File: config.mk
export PLATFORM = sky130hd
export DESIGN_NAME = fsst_ctrl
export DESIGN_NICKNAME = d
export VERILOG_FILES = /design/src/rtl/fsst_pkg.sv /design/src/rtl/fsst_ctrl.sv
export SDC_FILE = /design/constraint.sdc
export NUM_CORES = 1
export LEC_CHECK = 0
export ABC_CLOCK_PERIOD_IN_PS = 3400
export BUFFER_PORTS_ARGS = -buffer_cell sky130_fd_sc_hd__clkbuf_2
export CORE_ASPECT_RATIO = 0.7
export CORE_MARGIN = 5
export CORE_UTILIZATION = 55
export CTS_CLUSTER_SIZE = 10
export DETAILED_ROUTE_END_ITERATION = 8
export PLACE_DENSITY_LB_ADDON = 0.08
export SYNTH_ARGS = -nofsm -noshare
export SYNTH_HDL_FRONTEND = slang
export SYNTH_SLANG_ARGS = --single-unit
File: constraint.sdc
create_clock -name clk_i -period 3.4 [get_ports clk_i]
set_clock_uncertainty 0.1 [all_clocks]
set_input_delay 0.34 -clock clk_i [delete_from_list [all_inputs] [get_ports clk_i]]
set_output_delay 0.34 -clock clk_i [all_outputs]
set_load 0.05 [all_outputs]
File: src/rtl/fsst_pkg.sv
// shared constants, command and status types, state encodings
// for the finite-strain stress transform unit; no dependencies
package fsst_pkg;

  localparam int STRETCH_FRAC_BITS = 28;

  localparam int STRETCH_W = 32;
  localparam int STRESS_W  = 48;
  localparam int SLOT_W    = 4;
  localparam int COMP_W    = 3;
  localparam int DW        = 64;
  localparam int PW        = 2 * DW;

  localparam int CFG_IDX_W  = 2;
  localparam int CFG_DATA_W = 2;

  localparam logic [CFG_IDX_W-1:0] REG_TENSOR_SIZE  = 2'd0;
  localparam logic [CFG_IDX_W-1:0] REG_PLANE_STRESS = 2'd1;
  localparam logic [CFG_IDX_W-1:0] REG_DIRECTION    = 2'd2;

  localparam logic [1:0] TS_THREE = 2'd0;
  localparam logic [1:0] TS_FOUR  = 2'd1;
  localparam logic [1:0] TS_SIX   = 2'd2;

  localparam logic [SLOT_W-1:0] SLOT_STRESS  = 4'd9;
  localparam logic [SLOT_W-1:0] SLOT_STRETCH = 4'd15;

  // scratch memory map: gradient, stress, cofactors, matrix M, product W
  localparam int RAM_DEPTH = 43;
  localparam int RAM_AW    = $clog2(RAM_DEPTH);
  localparam logic [RAM_AW-1:0] A_F    = RAM_AW'(0);
  localparam logic [RAM_AW-1:0] A_F_ZZ = RAM_AW'(8);
  localparam logic [RAM_AW-1:0] A_P    = RAM_AW'(9);
  localparam logic [RAM_AW-1:0] A_C    = RAM_AW'(16);
  localparam logic [RAM_AW-1:0] A_M    = RAM_AW'(25);
  localparam logic [RAM_AW-1:0] A_W    = RAM_AW'(34);

  typedef enum logic [3:0] {
    DP_NONE,
    DP_LOAD,
    DP_MUL,
    DP_PACK,
    DP_ADD,
    DP_SUB,
    DP_WRITE,
    DP_JLOAD,
    DP_DIV_INIT,
    DP_DIV_STEP,
    DP_EMIT
  } dp_op_e;

  typedef enum logic [1:0] {SAT_NONE, SAT_J, SAT_W, SAT_S} sat_tgt_e;

  typedef enum logic [1:0] {SH_NONE, SH_ONCE, SH_TWICE} shift_e;

  typedef enum logic [3:0] {
    ST_IDLE,
    ST_READ,
    ST_LOAD,
    ST_MUL,
    ST_PACK,
    ST_ACC,
    ST_WRITE,
    ST_OSTART,
    ST_DIV_INIT,
    ST_DIV,
    ST_EMIT
  } ctl_state_e;

  typedef enum logic [2:0] {PH_COF, PH_DET, PH_MAT, PH_WMT, PH_OUT} phase_e;

  typedef struct packed {
    dp_op_e              op;
    logic                acc_clr;
    logic                s_init;
    logic [1:0]          col;
    sat_tgt_e            sat_tgt;
    logic [RAM_AW-1:0]   ra;
    logic [RAM_AW-1:0]   rb;
    logic                b_one;
    shift_e              shift_sel;
    logic [1:0]          pp;
    logic [RAM_AW-1:0]   waddr;
    logic                emit_zero;
    logic [COMP_W-1:0]   component;
    logic                last_out;
    logic [1:0]          tsize;
    logic                plane;
  } dp_cmd_t;

  typedef struct packed {
    logic j_zero;
    logic out_free;
  } dp_status_t;

endpackage

File: src/rtl/fsst_ctrl.sv
// sequencer of the stress transform: configuration registers, phase and
// index counters, datapath commands; depends on fsst_pkg
module fsst_ctrl (
  input  logic                           clk_i,
  input  logic                           rst_ni,
  input  logic                           cfg_we_i,
  input  logic [fsst_pkg::CFG_IDX_W-1:0]  cfg_index_i,
  input  logic [fsst_pkg::CFG_DATA_W-1:0] cfg_data_i,
  input  logic                           in_valid_i,
  input  logic                           in_last_i,
  output logic                           in_ready_o,
  input  fsst_pkg::dp_status_t           status_i,
  output fsst_pkg::dp_cmd_t              cmd_o
);
  import fsst_pkg::*;

  ctl_state_e state_q, state_d;
  phase_e     phase_q, phase_d;
  logic [1:0] r_q, r_d, c_q, c_d, t_q, t_d, pp_q, pp_d;
  logic [COMP_W-1:0] k_q, k_d;
  logic [6:0] div_cnt_q, div_cnt_d;
  logic [1:0] tsize_q;
  logic       plane_q, dir_q;

  logic [1:0] r1, r2, c1, c2, last_t, vr, vc;
  logic [COMP_W-1:0] last_k;
  logic [RAM_AW-1:0] ra, rb, waddr;
  logic       b_one, emit_zero;
  shift_e     shift_sel;
  sat_tgt_e   sat_tgt;
  logic [1:0] col;

  function automatic logic [1:0] inc3(input logic [1:0] x);
    return (x == 2'd2) ? 2'd0 : x + 2'd1;
  endfunction

  // base + 3*major + minor
  function automatic logic [RAM_AW-1:0] grid(input logic [RAM_AW-1:0] base,
                                             input logic [1:0] major,
                                             input logic [1:0] minor);
    return base + RAM_AW'(major) + RAM_AW'({major, 1'b0}) + RAM_AW'(minor);
  endfunction

  function automatic logic [RAM_AW-1:0] f_addr(input logic [1:0] row,
                                               input logic [1:0] cl);
    return grid(A_F, cl, row);
  endfunction

  // symmetric stress entry: off-diagonal pairs map to xy, xz, yz
  function automatic logic [RAM_AW-1:0] p_addr(input logic [1:0] row,
                                               input logic [1:0] cl);
    logic [2:0] idx;
    if (row == cl) idx = {1'b0, row};
    else           idx = {1'b0, row} + {1'b0, cl} + 3'd2;
    return A_P + RAM_AW'(idx);
  endfunction

  function automatic logic [1:0] voigt_row(input logic [COMP_W-1:0] k);
    case (k)
      3'd1:    return 2'd1;
      3'd2:    return 2'd2;
      3'd5:    return 2'd1;
      default: return 2'd0;
    endcase
  endfunction

  function automatic logic [1:0] voigt_col(input logic [COMP_W-1:0] k);
    case (k)
      3'd1:    return 2'd1;
      3'd2:    return 2'd2;
      3'd3:    return 2'd1;
      3'd4:    return 2'd2;
      3'd5:    return 2'd2;
      default: return 2'd0;
    endcase
  endfunction

  always_ff @(posedge clk_i or negedge rst_ni) begin
    if (!rst_ni) begin
      tsize_q <= TS_SIX;
      plane_q <= 1'b0;
      dir_q   <= 1'b0;
    end else if (cfg_we_i) begin
      case (cfg_index_i)
        REG_TENSOR_SIZE:  tsize_q <= cfg_data_i[1:0];
        REG_PLANE_STRESS: plane_q <= cfg_data_i[0];
        REG_DIRECTION:    dir_q   <= cfg_data_i[0];
        default: ;
      endcase
    end
  end

  always_ff @(posedge clk_i or negedge rst_ni) begin
    if (!rst_ni) begin
      state_q   <= ST_IDLE;
      phase_q   <= PH_COF;
      r_q       <= 2'd0;
      c_q       <= 2'd0;
      t_q       <= 2'd0;
      pp_q      <= 2'd0;
      k_q       <= '0;
      div_cnt_q <= '0;
    end else begin
      state_q   <= state_d;
      phase_q   <= phase_d;
      r_q       <= r_d;
      c_q       <= c_d;
      t_q       <= t_d;
      pp_q      <= pp_d;
      k_q       <= k_d;
      div_cnt_q <= div_cnt_d;
    end
  end

  // operand and destination addresses for the current term
  always_comb begin
    r1 = inc3(r_q);
    r2 = inc3(r1);
    c1 = inc3(c_q);
    c2 = inc3(c1);
    vr = voigt_row(k_q);
    vc = voigt_col(k_q);
    ra        = A_F;
    rb        = A_F;
    waddr     = A_C;
    b_one     = 1'b0;
    shift_sel = SH_NONE;
    sat_tgt   = SAT_NONE;
    col       = 2'd0;
    last_t    = 2'd0;
    case (phase_q)
      PH_COF: begin
        ra     = (t_q == 2'd0) ? f_addr(r1, c1) : f_addr(r1, c2);
        rb     = (t_q == 2'd0) ? f_addr(r2, c2) : f_addr(r2, c1);
        waddr  = grid(A_C, r_q, c_q);
        last_t = 2'd1;
      end
      PH_DET: begin
        ra        = f_addr(2'd0, t_q);
        rb        = grid(A_C, 2'd0, t_q);
        shift_sel = SH_TWICE;
        sat_tgt   = SAT_J;
        last_t    = 2'd2;
      end
      PH_MAT: begin
        ra        = dir_q ? f_addr(r_q, c_q) : grid(A_C, c_q, r_q);
        rb        = ra;
        b_one     = 1'b1;
        waddr     = grid(A_M, r_q, c_q);
        shift_sel = dir_q ? SH_NONE : SH_ONCE;
      end
      PH_WMT: begin
        ra        = p_addr(r_q, t_q);
        rb        = grid(A_M, c_q, t_q);
        waddr     = grid(A_W, r_q, c_q);
        shift_sel = SH_ONCE;
        sat_tgt   = SAT_W;
        col       = c_q;
        last_t    = 2'd2;
      end
      PH_OUT: begin
        ra        = grid(A_M, vr, t_q);
        rb        = grid(A_W, t_q, vc);
        shift_sel = SH_ONCE;
        sat_tgt   = SAT_S;
        col       = vc;
        last_t    = 2'd2;
      end
      default: ;
    endcase
  end

  always_comb begin
    case (tsize_q)
      TS_THREE: last_k = 3'd2;
      TS_FOUR:  last_k = 3'd3;
      default:  last_k = 3'd5;
    endcase
    emit_zero = status_i.j_zero || (tsize_q == TS_FOUR && plane_q && k_q == 3'd2);

    state_d   = state_q;
    phase_d   = phase_q;
    r_d       = r_q;
    c_d       = c_q;
    t_d       = t_q;
    pp_d      = pp_q;
    k_d       = k_q;
    div_cnt_d = div_cnt_q;
    in_ready_o = 1'b0;

    cmd_o           = '0;
    cmd_o.op        = DP_NONE;
    cmd_o.ra        = ra;
    cmd_o.rb        = rb;
    cmd_o.waddr     = waddr;
    cmd_o.b_one     = b_one;
    cmd_o.shift_sel = shift_sel;
    cmd_o.sat_tgt   = sat_tgt;
    cmd_o.col       = col;
    cmd_o.pp        = pp_q;
    cmd_o.component = k_q;
    cmd_o.last_out  = (k_q == last_k);
    cmd_o.emit_zero = emit_zero;
    cmd_o.tsize     = tsize_q;
    cmd_o.plane     = plane_q;

    case (state_q)
      ST_IDLE: begin
        in_ready_o = 1'b1;
        if (in_valid_i && in_last_i) begin
          phase_d = PH_COF;
          r_d     = 2'd0;
          c_d     = 2'd0;
          t_d     = 2'd0;
          state_d = ST_READ;
        end
      end
      ST_READ: begin
        cmd_o.acc_clr = (t_q == 2'd0);
        state_d       = ST_LOAD;
      end
      ST_LOAD: begin
        cmd_o.op = DP_LOAD;
        pp_d     = 2'd0;
        state_d  = ST_MUL;
      end
      ST_MUL: begin
        cmd_o.op = DP_MUL;
        pp_d     = pp_q + 2'd1;
        if (pp_q == 2'd3) state_d = ST_PACK;
      end
      ST_PACK: begin
        cmd_o.op = DP_PACK;
        state_d  = ST_ACC;
      end
      ST_ACC: begin
        cmd_o.op = (phase_q == PH_COF && t_q == 2'd1) ? DP_SUB : DP_ADD;
        if (t_q == last_t) begin
          t_d     = 2'd0;
          state_d = (phase_q == PH_OUT) ? ST_DIV_INIT : ST_WRITE;
        end else begin
          t_d     = t_q + 2'd1;
          state_d = ST_READ;
        end
      end
      ST_WRITE: begin
        state_d = ST_READ;
        if (phase_q == PH_DET) begin
          cmd_o.op = DP_JLOAD;
          phase_d  = PH_MAT;
        end else begin
          cmd_o.op = DP_WRITE;
          if (c_q == 2'd2) begin
            c_d = 2'd0;
            if (r_q == 2'd2) begin
              r_d = 2'd0;
              case (phase_q)
                PH_COF: phase_d = PH_DET;
                PH_MAT: phase_d = PH_WMT;
                default: begin
                  phase_d = PH_OUT;
                  k_d     = '0;
                  state_d = ST_OSTART;
                end
              endcase
            end else begin
              r_d = r_q + 2'd1;
            end
          end else begin
            c_d = c_q + 2'd1;
          end
        end
      end
      ST_OSTART: begin
        cmd_o.s_init = 1'b1;
        state_d      = emit_zero ? ST_EMIT : ST_READ;
      end
      ST_DIV_INIT: begin
        cmd_o.op  = DP_DIV_INIT;
        div_cnt_d = '0;
        state_d   = ST_DIV;
      end
      ST_DIV: begin
        cmd_o.op  = DP_DIV_STEP;
        div_cnt_d = div_cnt_q + 7'd1;
        if (div_cnt_q == 7'd127) state_d = ST_EMIT;
      end
      ST_EMIT: begin
        if (status_i.out_free) begin
          cmd_o.op = DP_EMIT;
          if (k_q == last_k) begin
            state_d = ST_IDLE;
          end else begin
            k_d     = k_q + 3'd1;
            state_d = ST_OSTART;
          end
        end
      end
      default: state_d = ST_IDLE;
    endcase
  end

endmodule

-- Word-level counts from Yosys, hierarchy flattened
Index checks and enable logic that the tools add are counted.
- flip-flop bits (word level): 29
- bits of input ports: 11
- output and inout port bits: 42
- word-level logic and storage cells: 190
- $add $sub $neg: 42
- eq/ne operators: 43
- muxes and demuxes: 64
- reduce and logical (&&, ||, !) cells: 30
- operators with widths (operator ; count):
    $pmux 6 s5 ; 2
    $add 6x2->6 ; 9
    $mux 3 ; 17
    $pmux 4 s11 ; 1
    $add 6x3->6 ; 7
    $add 5x2->6 const A ; 6
    $mux 4 ; 8
    $pmux 2 s2 ; 8
    $pmux 4 s8 ; 1
    $pmux 3 s2 ; 4
    $mux 2 ; 9
    $ne 2x2->1 const B ; 9
    $pmux 6 s3 ; 1
    $add 2x3->4 ; 4
    $eq 4x3->1 const B ; 4
    $add 4x2->5 ; 3
    $pmux 7 s2 ; 1
    $add 2x1->2 const B ; 6
    $add 6x2->6 const A ; 2
    $eq 2x2->1 const B ; 6
    $eq 3x2->1 const B ; 4
    $eq 4x4->1 const B ; 3
    $mux 6 ; 2
    $pmux 2 s3 ; 2
    28 further kinds ; 60

-- Depth between registers and ports, before layout
- depth in word-level cells: 8
- mapped depth: 13
- mapped depth without buffers: 13

-- Least setup slack after synthesis
Ideal clock, no wire load.
- path kind: reg2out
- from: register t_q[1]
- to: output port cmd_o[29] (netlist name)
- data arrival time: 3.735 ns
- required time: 2.960 ns
- slack: -0.775 ns
- cell stages (with the launch flop): 9
- path buffers: 1
- cell sequence: dfrtp_1 inv_1 ha_1 clkbuf_1 mux2_2 ha_1 inv_1 fa_1 o41ai_1
- RTL lines (item ; line ; source):
    start, declared ; fsst_ctrl.sv:19 ; logic [1:0] r_q, r_d, c_q, c_d, t_q, t_d, pp_q, pp_d;
    start signal, assigned ; fsst_ctrl.sv:108 ; t_q <= t_d;
    end, declared ; fsst_ctrl.sv:13 ; output fsst_pkg::dp_cmd_t cmd_o

==> results.toml <==
[clock_tree]
clkLatencyLatePin_ns = 0.29
post_cts_hold_buffer_count = 0
clock_tree_from_tritoncts = "yes"
cts_inserted_buffers = 5
clk_pin_slew_worst_paths_ns = 0.07
htreeDepth = 2
clkSinkCount = 29
cts-root-to-sink-buffers = 2
cts_root_buffer_type = "sky130_fd_sc_hd__clkbuf_8"

[sta]
setup_viol_count_final = 0
finalCriticalPeriod_ns = 3.40
whs_ns = -0.000519
tns_ns = 0
final_period_utilization = 0.999
achievable-frequency_mhz = 294
timing_hold_violations_final = 1
timing_worst_slew_pin_value_ns = 0.758
report.final.slew_viol_count = 0
grt_setup_unrepaired = "true"
setup_slack_ns = 0.00170
max-slew-margin-rel = 0.495

[die]
core_area_sq_um = 6250
num_rows = 24
dieHeight_um = 77.1
initial_core_util = 0.566
design.die.area_sq_um = 8150
io-pin-count = 53
fp.dieW_um = 106

[layout]
finalNetCount = 559
final_core_utilization = 0.706
top_library_cells_by_usage_in_the_layout_fill_and_taps_aside = "sky130_fd_sc_hd__clkbuf_2 (45), sky130_fd_sc_hd__nor2_1 (38), sky130_fd_sc_hd__nand2_1 (38)"
drive_above_1_share = 0.324
final-seq-area_sq_um = 732
num-fill-cells = 511
layout-area-overhead-vs-synth_pct = 24.8
area_taken_by_multi_input_logic_gates_sq_um = 2730
antenna_cells_inserted = 0
mostFrequentLayoutCell = "sky130_fd_sc_hd__clkbuf_2"

[route]
count_of_vias_placed_by_the_detailed_router = 3356
drt.antenna.violating_nets = 0
detailed_route_wl_um = 10100
routed_wire_length_per_instance_um = 17.8
iter_0_drt_violations = 299
post_drt_via_cell_ratio = 5.90
drcViolationCount = 0
drt-pass1-iter-count = 5

[yosys]
synth_sequential_area_ratio = 0.206
synth.cell_area_sq_um = 3530
synthSimpleGateAreaFrac = 0.188
ys.flop_type = "sky130_fd_sc_hd__dfrtp_1"
synthMuxAreaShare = 0.0712
post_synth_inst_count = 418
synth_warnings = 0
post_synthesis_async_set_or_reset_flop_share = 1.00
synth_area_per_cell_sq_um = 8.45
synth-edff-count = 0
yosys.cell_types.count = 70
synth-compound-area-share = 0.201
synth_xor_xnor_area_share = 0.0223
yosys_register_bits = 29
synth_nets = 487
synth_top_family_by_area = "adder cells"
synthAdderAreaFrac = 0.233

[critical_path]
critPathMaxStageDelay_ns = 0.40
cpLargestDelayFamily = "adder cells"
worst_path_max_delay_cell = "sky130_fd_sc_hd__dfrtp_1"
crit_type = "reg2out"
cp_data_arrival_time_ns = 2.96
reg2reg_from = "state_q[2]$_DFFE_PN0P_"
worstPathBufferInverterCount = 3
startpoint_class_of_the_critical_path = "flip-flop"
critPathLaunch = "t_q[1]$_DFFE_PN0P_"
cp.required_ns = 2.96
crit_path_cell_trace = "inv_2 > ha_4 > inv_1 > ha_4 > mux2_2 > ha_1 > ha_1 > mux2_2 > a22oi_2 > nor2_1 > a21oi_2 > o21ai_2 > buf_8"
cp_max_fo = 4
cp-end-kind = "output pin"

[job]
maxCapViolations = 0

[placement]
gp_routability_congestion = 0.975
port_buffers = 52
dp.final_hpwl_um = 8060
place_worst_setup_slack_ns = 0.131

[grt]
globalRouteOverflowTotal = 0
first_pass_grt_wire_length_um = 16600
antenna_violations_before_repair = 0
first_global_vias = 3175
grt_max_degree = 30
grt_usage = 0.257

[status]
run_status = "finished with violations"
violations = "negative hold slack"

[pwr]
p_per_area_nw_per_um2 = 165
ir_worst_vdd_v = 0.000158
standby_leakage_power_nw = 1.98
total_power_mw = 0.726

[worst_hold_path]
worstHoldPathType = "in2async"
sequential cells by signal (all words and copies together), names as in the netlist, 2 cells and up:
signal,count
div_cnt_q,7
state_q,4
k_q,3
phase_q,3
c_q,2
pp_q,2
r_q,2
t_q,2
tsize_q,2
Yosys cell counts, types with 7 or more instances:
cell type / instances / area, sq um
sky130_fd_sc_hd__clkbuf_1: 7 / 26.3
sky130_fd_sc_hd__fa_1: 13 / 260
sky130_fd_sc_hd__nor2_1: 39 / 146
sky130_fd_sc_hd__nor2b_1: 8 / 50.1
sky130_fd_sc_hd__ha_1: 45 / 563
sky130_fd_sc_hd__a21oi_1: 21 / 105
sky130_fd_sc_hd__nor3_1: 7 / 35.0
sky130_fd_sc_hd__buf_2: 9 / 45.0
sky130_fd_sc_hd__dfrtp_1: 28 / 701
sky130_fd_sc_hd__o21ai_0: 27 / 135
sky130_fd_sc_hd__xor2_1: 7 / 61.3
sky130_fd_sc_hd__nand2_1: 38 / 143
sky130_fd_sc_hd__inv_1: 44 / 165
sky130_fd_sc_hd__mux2_2: 10 / 113
sky130_fd_sc_hd__o22ai_1: 8 / 50.1
worst register-to-register path: stages, from the launching register on:
cell	delay (ns)
sky130_fd_sc_hd__dfrtp_1	0.72
sky130_fd_sc_hd__nand4bb_1	0.41
sky130_fd_sc_hd__a211o_1	0.45
sky130_fd_sc_hd__o21ai_4	0.09
sky130_fd_sc_hd__o21ai_2	0.12
sky130_fd_sc_hd__mux2_4	0.32
through the flow:
| step | instances | instance area (sq um) |
|---|---|---|
| 3_3_place_gp | 553 | 4040 |
| 4_1_cts | 564 | 4240 |
| 2_1_floorplan | 418 | 3570 |
| 6_report | 569 | 4410 |
| 5_1_grt | 569 | 4410 |
| 3_5_place_dp | 553 | 4040 |
power by group:
part           internal (mW)  switching (mW)  total [mW]
Clock                  0.141           0.150       0.291
Sequential             0.356          0.0118       0.368
Combinational         0.0195          0.0484      0.0679
path summary, 6_finish.rpt:
check	slack (ns)	cells past startpoint	to
max reg2reg	1.06	5	k_q[1]$_DFFE_PN0P_
min	-0.0005	1	dir_q$_DFFE_PN0P_
min in group clk_i	0.19	2	tsize_q[1]$_DFFE_PN1P_
min reg2reg	0.44	2	div_cnt_q[1]$_DFFE_PN0P_
max in group asynchronous	2.67	1	c_q[0]$_DFFE_PN0P_
max	0.002	13	cmd_o[27]
routing by layer:
metal,vias to the layer above,global-route usage,share of wire
met2,144,0.359,0.40
met5,-,0,0
li1,1602,-,-
met3,17,0.0696,0.093
met4,0,0.0595,0.013
met1,1593,0.391,0.49
what timing repair did:
action                                  CTS  global route
pin swaps                                 0             6
resized for setup                        24            40
endpoints found under the setup margin    8             8
hold endpoints to repair                  0             0
setup buffers                             3             5
kinds of logic (layout without fill, tap and decap cells):
logic type	Yosys count	in the layout
AOI/OAI and AO/OA	104	104
xor gates and xnor gates	9	9
adders and majority gates	58	58
buffers and inverters	66	139
DFF	29	29
muxes	21	21
and+or+nand+nor	131	131
final cells by class:
class | instances | share of cell area
clock buffers | 5 | 0.0156
clock inverters | 3 | 0.00398
inverters | 44 | 0.0386
multi-input cells | 323 | 0.620
flip-flops and latches | 29 | 0.166
well taps | 78 | 0.0221
repair buffers | 87 | 0.134
No activity file was read; power rests on OpenSTA's default activity.
